`src/design/itoa_pkg.sv`:
```
// Shared types, codes and constants of the integer to ASCII converter.
package itoa_pkg;

   localparam int OP_W     = 3;
   localparam int VALUE_W  = 64;
   localparam int CHAR_W   = 8;
   localparam int BIN_W    = 32;
   localparam int BCD_DIGS = 10;
   localparam int BCD_W    = 4 * BCD_DIGS;
   localparam int ITER_W   = 5;
   localparam int NDIG_W   = 5;

   localparam logic [ITER_W-1:0] ITER_LAST = ITER_W'(BIN_W - 1);

   // format selector codes
   localparam logic [OP_W-1:0] OP_SDEC      = 3'd0;
   localparam logic [OP_W-1:0] OP_UDEC      = 3'd1;
   localparam logic [OP_W-1:0] OP_HEX_LOWER = 3'd2;
   localparam logic [OP_W-1:0] OP_HEX_UPPER = 3'd3;
   localparam logic [OP_W-1:0] OP_POINTER   = 3'd4;

   localparam logic [CHAR_W-1:0]   CHAR_MINUS = 8'h2D;  // '-'
   localparam logic [2*CHAR_W-1:0] PTR_PREFIX = 16'h3078; // "0x"

   typedef enum logic [4:0] {
      ST_IDLE   = 5'b00001,
      ST_CONV   = 5'b00010,
      ST_SKIP   = 5'b00100,
      ST_PREFIX = 5'b01000,
      ST_EMIT   = 5'b10000
   } state_type;

   // one hex or decimal digit to its ASCII code
   function automatic logic [CHAR_W-1:0] digit_char(input logic [3:0] dig, input logic upper);
      logic [CHAR_W-1:0] base;
      if (dig < 4'd10) begin
         base = 8'h30;
         return base + {4'h0, dig};
      end else begin
         base = upper ? 8'h41 : 8'h61;
         return base + {4'h0, dig} - 8'd10;
      end
   endfunction

endpackage

```
`src/design/itoa_channels.sv`:
```
// Valid/ready channel interfaces for requests and response characters.
interface itoa_req_if;
   logic                            valid;
   logic                            ready;
   logic [itoa_pkg::OP_W-1:0]       op;
   logic [itoa_pkg::VALUE_W-1:0]    value;
   modport source (output valid, output op, output value, input ready);
   modport sink   (input valid, input op, input value, output ready);
endinterface

interface itoa_rsp_if;
   logic                            valid;
   logic                            ready;
   logic [itoa_pkg::CHAR_W-1:0]     character;
   logic                            last;
   modport source (output valid, output character, output last, input ready);
   modport sink   (input valid, input character, input last, output ready);
endinterface

```
`src/design/itoa_dabble_step.sv`:
```
// One shift-and-add-3 step of the binary to BCD conversion.
module itoa_dabble_step (
   input  logic [itoa_pkg::BCD_W-1:0] bcd_cur,
   input  logic                       shift_bit,
   output logic [itoa_pkg::BCD_W-1:0] bcd_next
);

   logic [itoa_pkg::BCD_W-1:0] adj;

   always_comb begin
      for (int d = 0; d < itoa_pkg::BCD_DIGS; d++) begin
         adj[4*d +: 4] = (bcd_cur[4*d +: 4] >= 4'd5) ? bcd_cur[4*d +: 4] + 4'd3
                                                      : bcd_cur[4*d +: 4];
      end
   end

   assign bcd_next = {adj[itoa_pkg::BCD_W-2:0], shift_bit};

endmodule

```
`src/design/integer_to_ascii_converter.sv`:
```
// Integer to ASCII converter: top level with sequencer and output register.
//
// Each request transaction carries a format code and a 64-bit value; the block
// answers with the ASCII text as a run of response transactions, most
// significant character first, no leading zeros, last set on the final one.
// Formats: signed decimal, unsigned decimal, lowercase hex, uppercase hex (all
// of the low 32 bits) and pointer ("0x" plus lowercase hex of all 64 bits).
// Format codes 5..7 are accepted and produce no characters. Decimal values go
// through a shared shift-and-add-3 step, one bit per cycle. Leading zero
// digits are then dropped one per cycle (up to 9 for decimal, 7 or 15 for
// hex), and one character leaves per cycle while the consumer keeps ready
// high. Every dropped zero saves one character, and a response stall holds
// up prefix and digit output. The request side is ready only while idle;
// the last character may still sit in the output register while the next
// request is taken.
module integer_to_ascii_converter (
   input  logic         clock,
   input  logic         reset,
   itoa_req_if.sink     req_channel,
   itoa_rsp_if.source   rsp_channel
);

   itoa_pkg::state_type state_ff, state_in;

   logic [itoa_pkg::BIN_W-1:0]     src_ff, src_in;       // binary being shifted out
   logic [itoa_pkg::BCD_W-1:0]     bcd_ff, bcd_in;       // BCD accumulator
   logic [itoa_pkg::BCD_W-1:0]     bcd_step;
   logic [itoa_pkg::ITER_W-1:0]    iter_ff, iter_in;
   logic [itoa_pkg::VALUE_W-1:0]   work_ff, work_in;     // digits, top nibble first
   logic [itoa_pkg::NDIG_W-1:0]    ndig_ff, ndig_in;     // digits left to send
   logic [2*itoa_pkg::CHAR_W-1:0]  pre_ff, pre_in;       // prefix characters
   logic [1:0]                     pre_cnt_ff, pre_cnt_in;
   logic                           upper_ff, upper_in;

   logic                           rsp_valid_ff, rsp_valid_in;
   logic [itoa_pkg::CHAR_W-1:0]    rsp_char_ff, rsp_char_in;
   logic                           rsp_last_ff, rsp_last_in;

   logic                           load;   // output register can take a character
   logic [itoa_pkg::BIN_W-1:0]     low;

   assign load = !rsp_valid_ff || rsp_channel.ready;
   assign low  = req_channel.value[itoa_pkg::BIN_W-1:0];

   // shared conversion step
   itoa_dabble_step u_step (
      .bcd_cur   (bcd_ff),
      .shift_bit (src_ff[itoa_pkg::BIN_W-1]),
      .bcd_next  (bcd_step)
   );

   assign req_channel.ready     = (state_ff == itoa_pkg::ST_IDLE);
   assign rsp_channel.valid     = rsp_valid_ff;
   assign rsp_channel.character = rsp_char_ff;
   assign rsp_channel.last      = rsp_last_ff;

   always_comb begin
      state_in     = state_ff;
      src_in       = src_ff;
      bcd_in       = bcd_ff;
      iter_in      = iter_ff;
      work_in      = work_ff;
      ndig_in      = ndig_ff;
      pre_in       = pre_ff;
      pre_cnt_in   = pre_cnt_ff;
      upper_in     = upper_ff;
      rsp_valid_in = rsp_valid_ff && !rsp_channel.ready;
      rsp_char_in  = rsp_char_ff;
      rsp_last_in  = rsp_last_ff;

      case (state_ff)
         itoa_pkg::ST_IDLE: begin
            if (req_channel.valid) begin
               upper_in   = (req_channel.op == itoa_pkg::OP_HEX_UPPER);
               pre_in     = '0;
               pre_cnt_in = 2'd0;
               iter_in    = '0;
               bcd_in     = '0;
               case (req_channel.op)
                  itoa_pkg::OP_SDEC: begin
                     if (low[itoa_pkg::BIN_W-1]) begin
                        src_in     = ~low + 32'd1;
                        pre_in     = {itoa_pkg::CHAR_MINUS, 8'h00};
                        pre_cnt_in = 2'd1;
                     end else begin
                        src_in = low;
                     end
                     state_in = itoa_pkg::ST_CONV;
                  end
                  itoa_pkg::OP_UDEC: begin
                     src_in   = low;
                     state_in = itoa_pkg::ST_CONV;
                  end
                  itoa_pkg::OP_HEX_LOWER, itoa_pkg::OP_HEX_UPPER: begin
                     work_in  = {low, 32'h0};
                     ndig_in  = 5'd8;
                     state_in = itoa_pkg::ST_SKIP;
                  end
                  itoa_pkg::OP_POINTER: begin
                     work_in    = req_channel.value;
                     ndig_in    = 5'd16;
                     pre_in     = itoa_pkg::PTR_PREFIX;
                     pre_cnt_in = 2'd2;
                     state_in   = itoa_pkg::ST_SKIP;
                  end
                  default: begin
                     // unused codes: taken, no characters
                     state_in = itoa_pkg::ST_IDLE;
                  end
               endcase
            end
         end
         itoa_pkg::ST_CONV: begin
            bcd_in  = bcd_step;
            src_in  = {src_ff[itoa_pkg::BIN_W-2:0], 1'b0};
            iter_in = iter_ff + 5'd1;
            if (iter_ff == itoa_pkg::ITER_LAST) begin
               // align ten BCD digits to the top of the digit register
               work_in  = {bcd_step, 24'h0};
               ndig_in  = 5'd10;
               state_in = itoa_pkg::ST_SKIP;
            end
         end
         itoa_pkg::ST_SKIP: begin
            // drop leading zeros, keep at least one digit
            if (work_ff[63:60] == 4'h0 && ndig_ff > 5'd1) begin
               work_in = {work_ff[59:0], 4'h0};
               ndig_in = ndig_ff - 5'd1;
            end else if (pre_cnt_ff != 2'd0) begin
               state_in = itoa_pkg::ST_PREFIX;
            end else begin
               state_in = itoa_pkg::ST_EMIT;
            end
         end
         itoa_pkg::ST_PREFIX: begin
            if (load) begin
               rsp_valid_in = 1'b1;
               rsp_char_in  = pre_ff[15:8];
               rsp_last_in  = 1'b0;
               pre_in       = {pre_ff[7:0], 8'h00};
               pre_cnt_in   = pre_cnt_ff - 2'd1;
               if (pre_cnt_ff == 2'd1) begin
                  state_in = itoa_pkg::ST_EMIT;
               end
            end
         end
         itoa_pkg::ST_EMIT: begin
            if (load) begin
               rsp_valid_in = 1'b1;
               rsp_char_in  = itoa_pkg::digit_char(work_ff[63:60], upper_ff);
               rsp_last_in  = (ndig_ff == 5'd1);
               work_in      = {work_ff[59:0], 4'h0};
               ndig_in      = ndig_ff - 5'd1;
               if (ndig_ff == 5'd1) begin
                  state_in = itoa_pkg::ST_IDLE;
               end
            end
         end
         default: begin
            state_in = itoa_pkg::ST_IDLE;
         end
      endcase
   end

   always_ff @(posedge clock) begin
      if (reset) begin
         state_ff     <= itoa_pkg::ST_IDLE;
         rsp_valid_ff <= 1'b0;
         iter_ff      <= '0;
         ndig_ff      <= '0;
         pre_cnt_ff   <= 2'd0;
      end else begin
         state_ff     <= state_in;
         rsp_valid_ff <= rsp_valid_in;
         iter_ff      <= iter_in;
         ndig_ff      <= ndig_in;
         pre_cnt_ff   <= pre_cnt_in;
      end
   end

   always_ff @(posedge clock) begin
      src_ff      <= src_in;
      bcd_ff      <= bcd_in;
      work_ff     <= work_in;
      pre_ff      <= pre_in;
      upper_ff    <= upper_in;
      rsp_char_ff <= rsp_char_in;
      rsp_last_ff <= rsp_last_in;
   end

   // conversion moves on to skipping zeros after its last step
   a_conv_done: assert property (@(posedge clock) disable iff (reset)
      (state_ff == itoa_pkg::ST_CONV && iter_ff == itoa_pkg::ITER_LAST)
         |=> state_ff == itoa_pkg::ST_SKIP)
      else $error("conversion did not finish after last step");

   // the final digit closes the transaction run and returns to idle
   a_last_idle: assert property (@(posedge clock) disable iff (reset)
      (state_ff == itoa_pkg::ST_EMIT && load && ndig_ff == 5'd1)
         |=> (state_ff == itoa_pkg::ST_IDLE && rsp_valid_ff && rsp_last_ff))
      else $error("last digit not flagged or sequencer not idle");

   // at least one and at most 16 digits are pending while skipping or emitting
   a_emit_digits: assert property (@(posedge clock) disable iff (reset)
      (state_ff == itoa_pkg::ST_EMIT || state_ff == itoa_pkg::ST_SKIP)
         |-> (ndig_ff != 5'd0 && ndig_ff <= 5'd16))
      else $error("digit count out of range");

   // prefix characters are never flagged last
   a_prefix_not_last: assert property (@(posedge clock) disable iff (reset)
      (state_ff == itoa_pkg::ST_PREFIX && load) |=> !rsp_last_ff)
      else $error("prefix character flagged last");

endmodule

```
`src/flat_wrapper.sv`:
```
// flat-port wrapper written by rule: the top's interface ports become plain ports
module integer_to_ascii_converter_flat 
  (clock, reset, req_channel_valid, req_channel_op, req_channel_value, req_channel_ready, rsp_channel_valid, rsp_channel_character, rsp_channel_last, rsp_channel_ready);
  itoa_req_if req_channel_i ();
  itoa_rsp_if rsp_channel_i ();
  input  logic clock;
  input  logic reset;
  input wire logic [$bits(req_channel_i.valid)-1:0] req_channel_valid;
  input wire logic [$bits(req_channel_i.op)-1:0] req_channel_op;
  input wire logic [$bits(req_channel_i.value)-1:0] req_channel_value;
  output wire logic [$bits(req_channel_i.ready)-1:0] req_channel_ready;
  output wire logic [$bits(rsp_channel_i.valid)-1:0] rsp_channel_valid;
  output wire logic [$bits(rsp_channel_i.character)-1:0] rsp_channel_character;
  output wire logic [$bits(rsp_channel_i.last)-1:0] rsp_channel_last;
  input wire logic [$bits(rsp_channel_i.ready)-1:0] rsp_channel_ready;
  assign req_channel_i.valid = req_channel_valid;
  assign req_channel_i.op = req_channel_op;
  assign req_channel_i.value = req_channel_value;
  assign req_channel_ready = req_channel_i.ready;
  assign rsp_channel_valid = rsp_channel_i.valid;
  assign rsp_channel_character = rsp_channel_i.character;
  assign rsp_channel_last = rsp_channel_i.last;
  assign rsp_channel_i.ready = rsp_channel_ready;
  integer_to_ascii_converter u_core (.clock(clock), .reset(reset), .req_channel(req_channel_i), .rsp_channel(rsp_channel_i));
endmodule
```
`config.mk`:
```
export PLATFORM = sky130hd
export DESIGN_NAME = integer_to_ascii_converter_flat
export DESIGN_NICKNAME = d
export VERILOG_FILES = /design/src/design/itoa_pkg.sv /design/src/design/itoa_channels.sv /design/src/design/itoa_dabble_step.sv /design/src/design/integer_to_ascii_converter.sv /design/src/flat_wrapper.sv
export SDC_FILE = /design/constraint.sdc
export NUM_CORES = 1
export LEC_CHECK = 0
export ABC_AREA = 1
export BUFFER_PORTS_ARGS = -buffer_cell sky130_fd_sc_hd__buf_2
export CELL_PAD_IN_SITES_DETAIL_PLACEMENT = 0
export CELL_PAD_IN_SITES_GLOBAL_PLACEMENT = 1
export CORE_MARGIN = 2
export CORE_UTILIZATION = 35
export DETAILED_ROUTE_END_ITERATION = 12
export MAX_ROUTING_LAYER = met4
export PLACE_DENSITY = 0.7
export SKIP_LAST_GASP = 1
export SLEW_MARGIN = 30
export SYNTH_ARGS = -nofsm -noshare
export SYNTH_HDL_FRONTEND = slang
export SYNTH_HIERARCHICAL = 1
export SYNTH_SLANG_ARGS = --single-unit
export TNS_END_PERCENT = 30
```
`constraint.sdc`:
```
create_clock -name clock -period 2.93 [get_ports clock]
set_input_delay 0.1465 -clock clock [delete_from_list [all_inputs] [get_ports clock]]
set_output_delay 0.1465 -clock clock [all_outputs]
set_load 0.01 [all_outputs]
```
### Yosys cells after proc, flatten, opt, wreduce, memory -nomap -nowiden

Index checks and enable logic that the tools add are counted.
Widths: inputs -> output; s select.

| word-level totals | value |
|---|---|
| register bits | 180 |
| input bits | 71 |
| output and inout bits | 11 |
| logic and storage cells | 147 |

| operators by class | value |
|---|---|
| equality and inequality tests | 22 |
| reduce and logical (&&, ||, !) cells | 23 |
| add/subtract/negate cells | 17 |
| mux-type cells | 60 |
| bitwise logic cells | 1 |
| order comparisons | 12 |

Operator list:

| operator | number |
|---|---|
| $mux 64 | 4 |
| $pmux 64 s4 | 1 |
| $pmux 32 s2 | 2 |
| $pmux 64 s2 | 1 |
| $pmux 40 s2 | 1 |
| $mux 5 | 13 |
| $mux 32 | 2 |
| $pmux 16 s2 | 2 |
| $ge 4x3->1 const B | 10 |
| $mux 40 | 1 |
| $add 4x2->4 const B | 9 |
| $mux 4 | 9 |
| $add 32x1->32 const B | 1 |
| $mux 16 | 2 |
| $not 32->32 | 1 |
| $pmux 5 s5 | 1 |
| $mux 8 | 3 |
| $pmux 5 s2 | 2 |
| $pmux 5 s4 | 1 |
| $pmux 8 s2 | 1 |
| $mux 14 | 1 |
| $ne 2x1->1 const B | 6 |
| $eq 5x1->1 const B | 2 |
| $eq 5x5->1 const B | 2 |
| other kinds (38) | 57 |

### Logic depth before layout (Yosys ltp)

| logic depth | value |
|---|---|
| depth in word-level cells | 6 |
| mapped depth | 12 |
| gate-level depth less buffers | 12 |

### Modules after synthesis

Netlist, hierarchy kept.

Modules (own cells, without submodules):

| module | instances | cells each | area each (um^2) | seq. area each (um^2) |
|---|---|---|---|---|
| integer_to_ascii_converter | 1 | 962 | 8714.6 | 4894.7 |
| itoa_dabble_step | 1 | 217 | 1212.4 | 0.0 |

### Least setup slack after synthesis

Ideal clock, no wire load.

| timing | value |
|---|---|
| path kind | register to register |
| from | register u_core.state_ff[2] |
| to | register u_core/src_ff[0] in the netlist's numbering, enable pin |
| library setup time | 432 ps |
| data arrival time | 2630 ps |
| path buffers | 2 |
| stages on the path, launching flop included | 8 |
| slack | -132 ps |
| period minus slack after synthesis | 3062 ps |
| required time | 2498 ps |
| path through | dfxtp_1 nor2_4 nand2_2 inv_2 nand2_2 buf_6 buf_2 a21oi_1 |

| between the ends | value |
|---|---|
| word-level cells in the longest chain between the ends | 3 |
| elaborated cells between the ends (all ways) | 6 |
| those cells by class | eq/ne: 4; reduce/logical: 2 |

RTL lines:

| what | line | text |
|---|---|---|
| start, declared | integer_to_ascii_converter.sv:23 | `itoa_pkg::state_type state_ff, state_in;` |
| start signal, assigned | integer_to_ascii_converter.sv:167 | `state_ff <= itoa_pkg::ST_IDLE;` |
| start signal, assigned | integer_to_ascii_converter.sv:173 | `state_ff <= state_in;` |
| $eq 5x1->1 or $eq 5x2->1 (tied branches) | integer_to_ascii_converter.sv:71 | `case (state_ff)` |
| $ne 3x1->1 (no source line) (tied with other cells) | n/a |  |
| $reduce_and 3->1 (no source line) (*) | n/a |  |
| end signal, assigned | integer_to_ascii_converter.sv:182 | `src_ff <= src_in;` |
| end, declared | integer_to_ascii_converter.sv:25 | `logic [itoa_pkg::BIN_W-1:0] src_ff, src_in;` |

Every way passes the cells marked *; elsewhere a longest branch is shown, timed or not.
A chain may end at the register's enable or synchronous reset.

### Final worst setup path

| timing | value |
|---|---|
| from | register u_core/work_ff[60] in the netlist's numbering |
| to | register u_core/work_ff[14] in the netlist's numbering, enable pin |

| between the ends | value |
|---|---|
| word-level cells in the longest chain between the ends | 4 |

RTL lines:

| what | line | text |
|---|---|---|
| start, declared | integer_to_ascii_converter.sv:29 | `logic [itoa_pkg::VALUE_W-1:0] work_ff, work_in;` |
| start signal, assigned | integer_to_ascii_converter.sv:184 | `work_ff <= work_in;` |
| $logic_not 4->1 | integer_to_ascii_converter.sv:126 | `if (work_ff[63:60] == 4'h0 && ndig_ff > 5'd1) begin` |
| $logic_and 1x1->1 | integer_to_ascii_converter.sv:126 |  |
| $ne 2x1->1 (no source line) | n/a |  |
| $reduce_and 6->1 (no source line) | n/a |  |

No other way between the ends.

==> impl_metrics.xml <==
<?xml version="1.0" encoding="UTF-8"?>
<metrics>
  <group name="setup_path">
    <metric name="worstPathCellList" unit="">inv_1 &gt; ha_1 &gt; nor3b_1 &gt; nand2_1 &gt; nand2_1 &gt; nand3_2 &gt; inv_2 &gt; buf_12</metric>
    <metric name="crit_path_max_fanout" unit="">64</metric>
    <metric name="cp-end-kind" unit="">register</metric>
    <metric name="critPathMaxStageDelay" unit="ns">0.39</metric>
    <metric name="cp_data_arrival_time" unit="ns">2.38</metric>
    <metric name="worst_path_dominant_cell_family" unit="">simple AND/OR/NAND/NOR gates</metric>
    <metric name="worst-setup-path-type" unit="">register to register</metric>
    <metric name="timing.critical_path.buf_inv" unit="">3</metric>
    <metric name="timing.critical_path.from_type" unit="">register</metric>
    <metric name="critical_path.most_common_cell" unit="">sky130_fd_sc_hd__nand2_1</metric>
    <metric name="worst_ep_required_time" unit="ns">3.01</metric>
    <metric name="standard_cell_with_the_maximum_stage_delay_on_the_critical_path" unit="">sky130_fd_sc_hd__edfxtp_1</metric>
  </group>
  <group name="cts">
    <metric name="cts.reportedPaths.clkPinSlew" unit="ns">0.07</metric>
    <metric name="hold_buffers" unit="">0</metric>
    <metric name="cts_tree" unit="">built</metric>
    <metric name="number_of_cts_inserted_buffers" unit="">17</metric>
    <metric name="clockBufferDepth" unit="">2</metric>
    <metric name="clock-sinks" unit="">169</metric>
    <metric name="clock_insertion_delay_worst_skew" unit="ns">0.43</metric>
    <metric name="cts.repair.resized" unit="">0</metric>
    <metric name="postCtsSetupBuffers" unit="">0</metric>
    <metric name="clock_tree.htree_level_count" unit="">4</metric>
    <metric name="cts_root_buf" unit="">sky130_fd_sc_hd__clkbuf_16</metric>
  </group>
  <group name="synth">
    <metric name="synth-edff-count" unit="">151</metric>
    <metric name="portion_of_the_post_synthesis_area_used_by_sequential_elements" unit="">0.4931</metric>
    <metric name="synthCells" unit="">1179</metric>
    <metric name="synth.cell_area" unit="sq um">9927</metric>
    <metric name="async_flop_share" unit="">0</metric>
    <metric name="synthDistinctLibCells" unit="">35</metric>
    <metric name="avgSynthCellArea" unit="sq um">8.420</metric>
    <metric name="ys_ff_latch" unit="">169</metric>
    <metric name="ys_dominant_reg_cell" unit="">sky130_fd_sc_hd__edfxtp_1</metric>
    <metric name="ys_warn_count" unit="">6</metric>
    <metric name="synth.net_count" unit="">1279</metric>
  </group>
  <group name="outcome">
    <metric name="run_status" unit="">finished clean</metric>
  </group>
  <group name="power_and_ir_drop">
    <metric name="ir_worst_vdd" unit="uV">764.7</metric>
    <metric name="report.power.total" unit="mW">10.67</metric>
    <metric name="switching_power" unit="mW">4.205</metric>
    <metric name="lkg_pwr" unit="nW">4.761</metric>
    <metric name="comb_power_share" unit="">0.364</metric>
    <metric name="p_sw_frac" unit="">0.3942</metric>
    <metric name="clock_power_share" unit="">0.214</metric>
    <metric name="power_density" unit="nW/um^2">945.7</metric>
    <metric name="internal-power" unit="mW">6.463</metric>
    <metric name="power.sequential.fraction" unit="">0.422</metric>
  </group>
  <group name="sta">
    <metric name="slew_headroom" unit="">0.3869</metric>
    <metric name="grt_setup_unrepaired" unit="">no</metric>
    <metric name="fmax" unit="GHz">0.4337</metric>
    <metric name="timing.setup.tns" unit="ns">0</metric>
    <metric name="final-max-slew-violation-count" unit="">0</metric>
    <metric name="skew" unit="ns">0.01203</metric>
    <metric name="final_critical_path_required_period" unit="ns">2.306</metric>
    <metric name="hold-worst-slack" unit="ns">0.01643</metric>
    <metric name="final_worst_path_cycle_share" unit="">0.7869</metric>
    <metric name="final_hold_viol_count" unit="">0</metric>
    <metric name="report.final.setup_viol" unit="">0</metric>
    <metric name="worst_slew_pin_slew" unit="ns">0.9162</metric>
  </group>
  <group name="route">
    <metric name="route.detailed.drc" unit="">0</metric>
    <metric name="routed_wl" unit="um">24640</metric>
    <metric name="routed_via_density" unit="">4.846</metric>
    <metric name="postRouteAntennaNets" unit="">0</metric>
    <metric name="drt_pass1_iterations" unit="">7</metric>
    <metric name="avgRoutedWirePerCell" unit="um">15.01</metric>
    <metric name="vias" unit="">7957</metric>
    <metric name="detailedRoute.firstIterationViolations" unit="">598</metric>
  </group>
  <group name="layout">
    <metric name="num-nets-final" unit="">1351</metric>
    <metric name="multi_input_comb_area" unit="sq um">4168</metric>
    <metric name="drive_gt1_frac" unit="">0.1717</metric>
    <metric name="num_antenna_cells" unit="">0</metric>
    <metric name="register_area" unit="sq um">4895</metric>
    <metric name="fillers" unit="">2871</metric>
    <metric name="flow.area_growth_from_synthesis" unit="%">13.64</metric>
  </group>
  <group name="min_path">
    <metric name="timing.hold.worst.class" unit="">primary input to register</metric>
  </group>
  <group name="flow_run">
    <metric name="cap_viol_max_count" unit="">0</metric>
  </group>
  <group name="global_route">
    <metric name="first_global_vias" unit="">7411</metric>
    <metric name="number_of_antenna_violations_at_the_first_check_in_global_routing" unit="">0</metric>
    <metric name="pin_count_of_the_biggest_net_entering_global_routing" unit="">65</metric>
    <metric name="globalRouteTotalUtil" unit="">0.1757</metric>
    <metric name="overflow" unit="">0</metric>
    <metric name="wire_length_of_the_first_global_routing_pass" unit="um">39180</metric>
  </group>
  <group name="die">
    <metric name="initial_core_util" unit="">0.3563</metric>
    <metric name="die_w" unit="um">172.4</metric>
    <metric name="die-area" unit="sq um">29730</metric>
    <metric name="core_area" unit="sq um">27860</metric>
    <metric name="die_height" unit="um">172.4</metric>
    <metric name="boundaryPins" unit="">82</metric>
    <metric name="row_count" unit="">61</metric>
  </group>
  <group name="placement">
    <metric name="globalplace.congestion" unit="">0.8527</metric>
    <metric name="place_hpwl" unit="um">18240</metric>
    <metric name="numPortBuffers" unit="">80</metric>
  </group>
</metrics>
flip-flops by register name, indices dropped and copies added, names as in the netlist:
name	flops
u_core/bcd_ff	40
u_core/iter_ff	5
u_core/pre_ff	6
u_core/ndig_ff	5
u_core/state_ff	5
u_core/rsp_channel.character	7
u_core/rsp_channel.valid	1
u_core/pre_cnt_ff	2
u_core/src_ff	32
u_core/rsp_channel.last	1
u_core/upper_ff	1
u_core/work_ff	64
power by group through the flow:
stage                     sequential (mW)  combinational (mW)  clock (mW)
after floorplan                      4.46                2.95           0
after global placement               4.53                3.88           0
after detailed placement             4.55                3.90           0
after CTS                            4.50                3.92        2.35
after global routing                 4.62                4.46        2.42
final                                4.50                3.88        2.29
routing by layer:
layer	GRT usage	up-vias	share of wire
li1	-	4058	-
met1	0.2598	3722	0.51
met2	0.2563	166	0.44
met3	0.02152	11	0.047
met4	0.04129	0	0.0081
met5	-	-	0
layout by cell type (no fill, tap or decap), types with 5 or more instances in the layout:
cell | synthesis | layout
sky130_fd_sc_hd__nand2_1 | 283 | 282
sky130_fd_sc_hd__inv_1 | 163 | 162
sky130_fd_sc_hd__a21oi_2 | 6 | 6
sky130_fd_sc_hd__nand2_2 | 14 | 14
sky130_fd_sc_hd__dfxtp_1 | 18 | 18
sky130_fd_sc_hd__a21oi_1 | 77 | 76
sky130_fd_sc_hd__edfxtp_1 | 151 | 151
sky130_fd_sc_hd__buf_4 | 8 | 7
sky130_fd_sc_hd__buf_2 | 13 | 80
sky130_fd_sc_hd__nor2_2 | 33 | 33
sky130_fd_sc_hd__xor2_1 | 8 | 8
sky130_fd_sc_hd__o211ai_1 | 33 | 33
sky130_fd_sc_hd__o21ai_1 | 6 | 6
sky130_fd_sc_hd__nor2_4 | 14 | 14
sky130_fd_sc_hd__nand3_1 | 66 | 66
sky130_fd_sc_hd__o21ai_2 | 11 | 10
sky130_fd_sc_hd__inv_8 | 0 | 5
sky130_fd_sc_hd__o21ai_0 | 80 | 80
sky130_fd_sc_hd__ha_1 | 29 | 29
sky130_fd_sc_hd__inv_2 | 10 | 11
sky130_fd_sc_hd__nor2_1 | 103 | 103
sky130_fd_sc_hd__nand4_1 | 18 | 18
sky130_fd_sc_hd__clkbuf_16 | 0 | 17
through the flow:
step | cells | cell area (sq um) | util | setup WS [ns]
6_report | 1642 | 11280 | 0.4049 | 0.6245
5_1_grt | 1642 | 11280 | 0.4049 | 0.4320
4_1_cts | 1642 | 11280 | 0.4049 | 0.6549
3_5_place_dp | 1610 | 10680 | 0.3833 | 0.6509
3_3_place_gp | 1610 | 10680 | 0.3833 | 0.7069
2_1_floorplan | 1179 | 9931 | - | -0.03552
cells in the mapped netlist (4+ instances only):
cell type                  number  share of area
sky130_fd_sc_hd__inv_1        163          0.062
sky130_fd_sc_hd__clkbuf_1       7         0.0026
sky130_fd_sc_hd__o21ai_1        6         0.0030
sky130_fd_sc_hd__buf_4          8         0.0061
sky130_fd_sc_hd__o211ai_1      33          0.025
sky130_fd_sc_hd__nand4_1       18          0.011
sky130_fd_sc_hd__buf_2         13         0.0066
sky130_fd_sc_hd__xor2_1         8         0.0071
sky130_fd_sc_hd__nand3_2        4         0.0040
sky130_fd_sc_hd__edfxtp_1     151           0.46
sky130_fd_sc_hd__nor2_4        14          0.016
sky130_fd_sc_hd__nand3_1       66          0.033
sky130_fd_sc_hd__ha_1          29          0.037
sky130_fd_sc_hd__o21ai_0       80          0.040
sky130_fd_sc_hd__o21ai_2       11         0.0097
sky130_fd_sc_hd__nand2_1      283           0.11
sky130_fd_sc_hd__buf_6          8         0.0091
sky130_fd_sc_hd__a21oi_1       77          0.039
sky130_fd_sc_hd__nor2_1       103          0.039
sky130_fd_sc_hd__dfxtp_1       18          0.036
sky130_fd_sc_hd__nand2_2       14         0.0088
sky130_fd_sc_hd__a21oi_2        6         0.0053
sky130_fd_sc_hd__nor2_2        33          0.021
sky130_fd_sc_hd__inv_2         10         0.0038
worst reg2reg max path, delay by kind of cell (launching register included):
family | cells | cell delay (ns)
buffers and inverters | 3 | 0.51
adders and majority gates | 1 | 0.15
DFF | 1 | 0.39
and+or+nand+nor | 4 | 0.82
cells by family after synthesis:
logic type	synth area share
flops	0.4931
fa+ha+maj	0.03655
other cells	0.0003778
compound gates	0.1279
buf+inv	0.08974
simple gates	0.2444
xor+xnor	0.007941
final timing paths:
path / from / end / slack, ns / cells after the start
setup / recovery: u_core/work_ff[60] / u_core/work_ff[14] / 0.62 / 8
hold reg to reg: u_core/iter_ff[3] / u_core/iter_ff[3] / 0.46 / 2
setup reg to reg: u_core/work_ff[60] / u_core/work_ff[14] / 0.62 / 8
hold / removal: reset / u_core/iter_ff[3] / 0.02 / 2
layout make-up:
type	instances	area share
clock buffer	17	0.03771
clock inverter	15	0.01575
inverter	173	0.05756
multi-input combinational	801	0.3695
sequential	169	0.4339
tap	378	0.04193
timing repair buffer	89	0.04370
(Power assumes the default switching activity.)
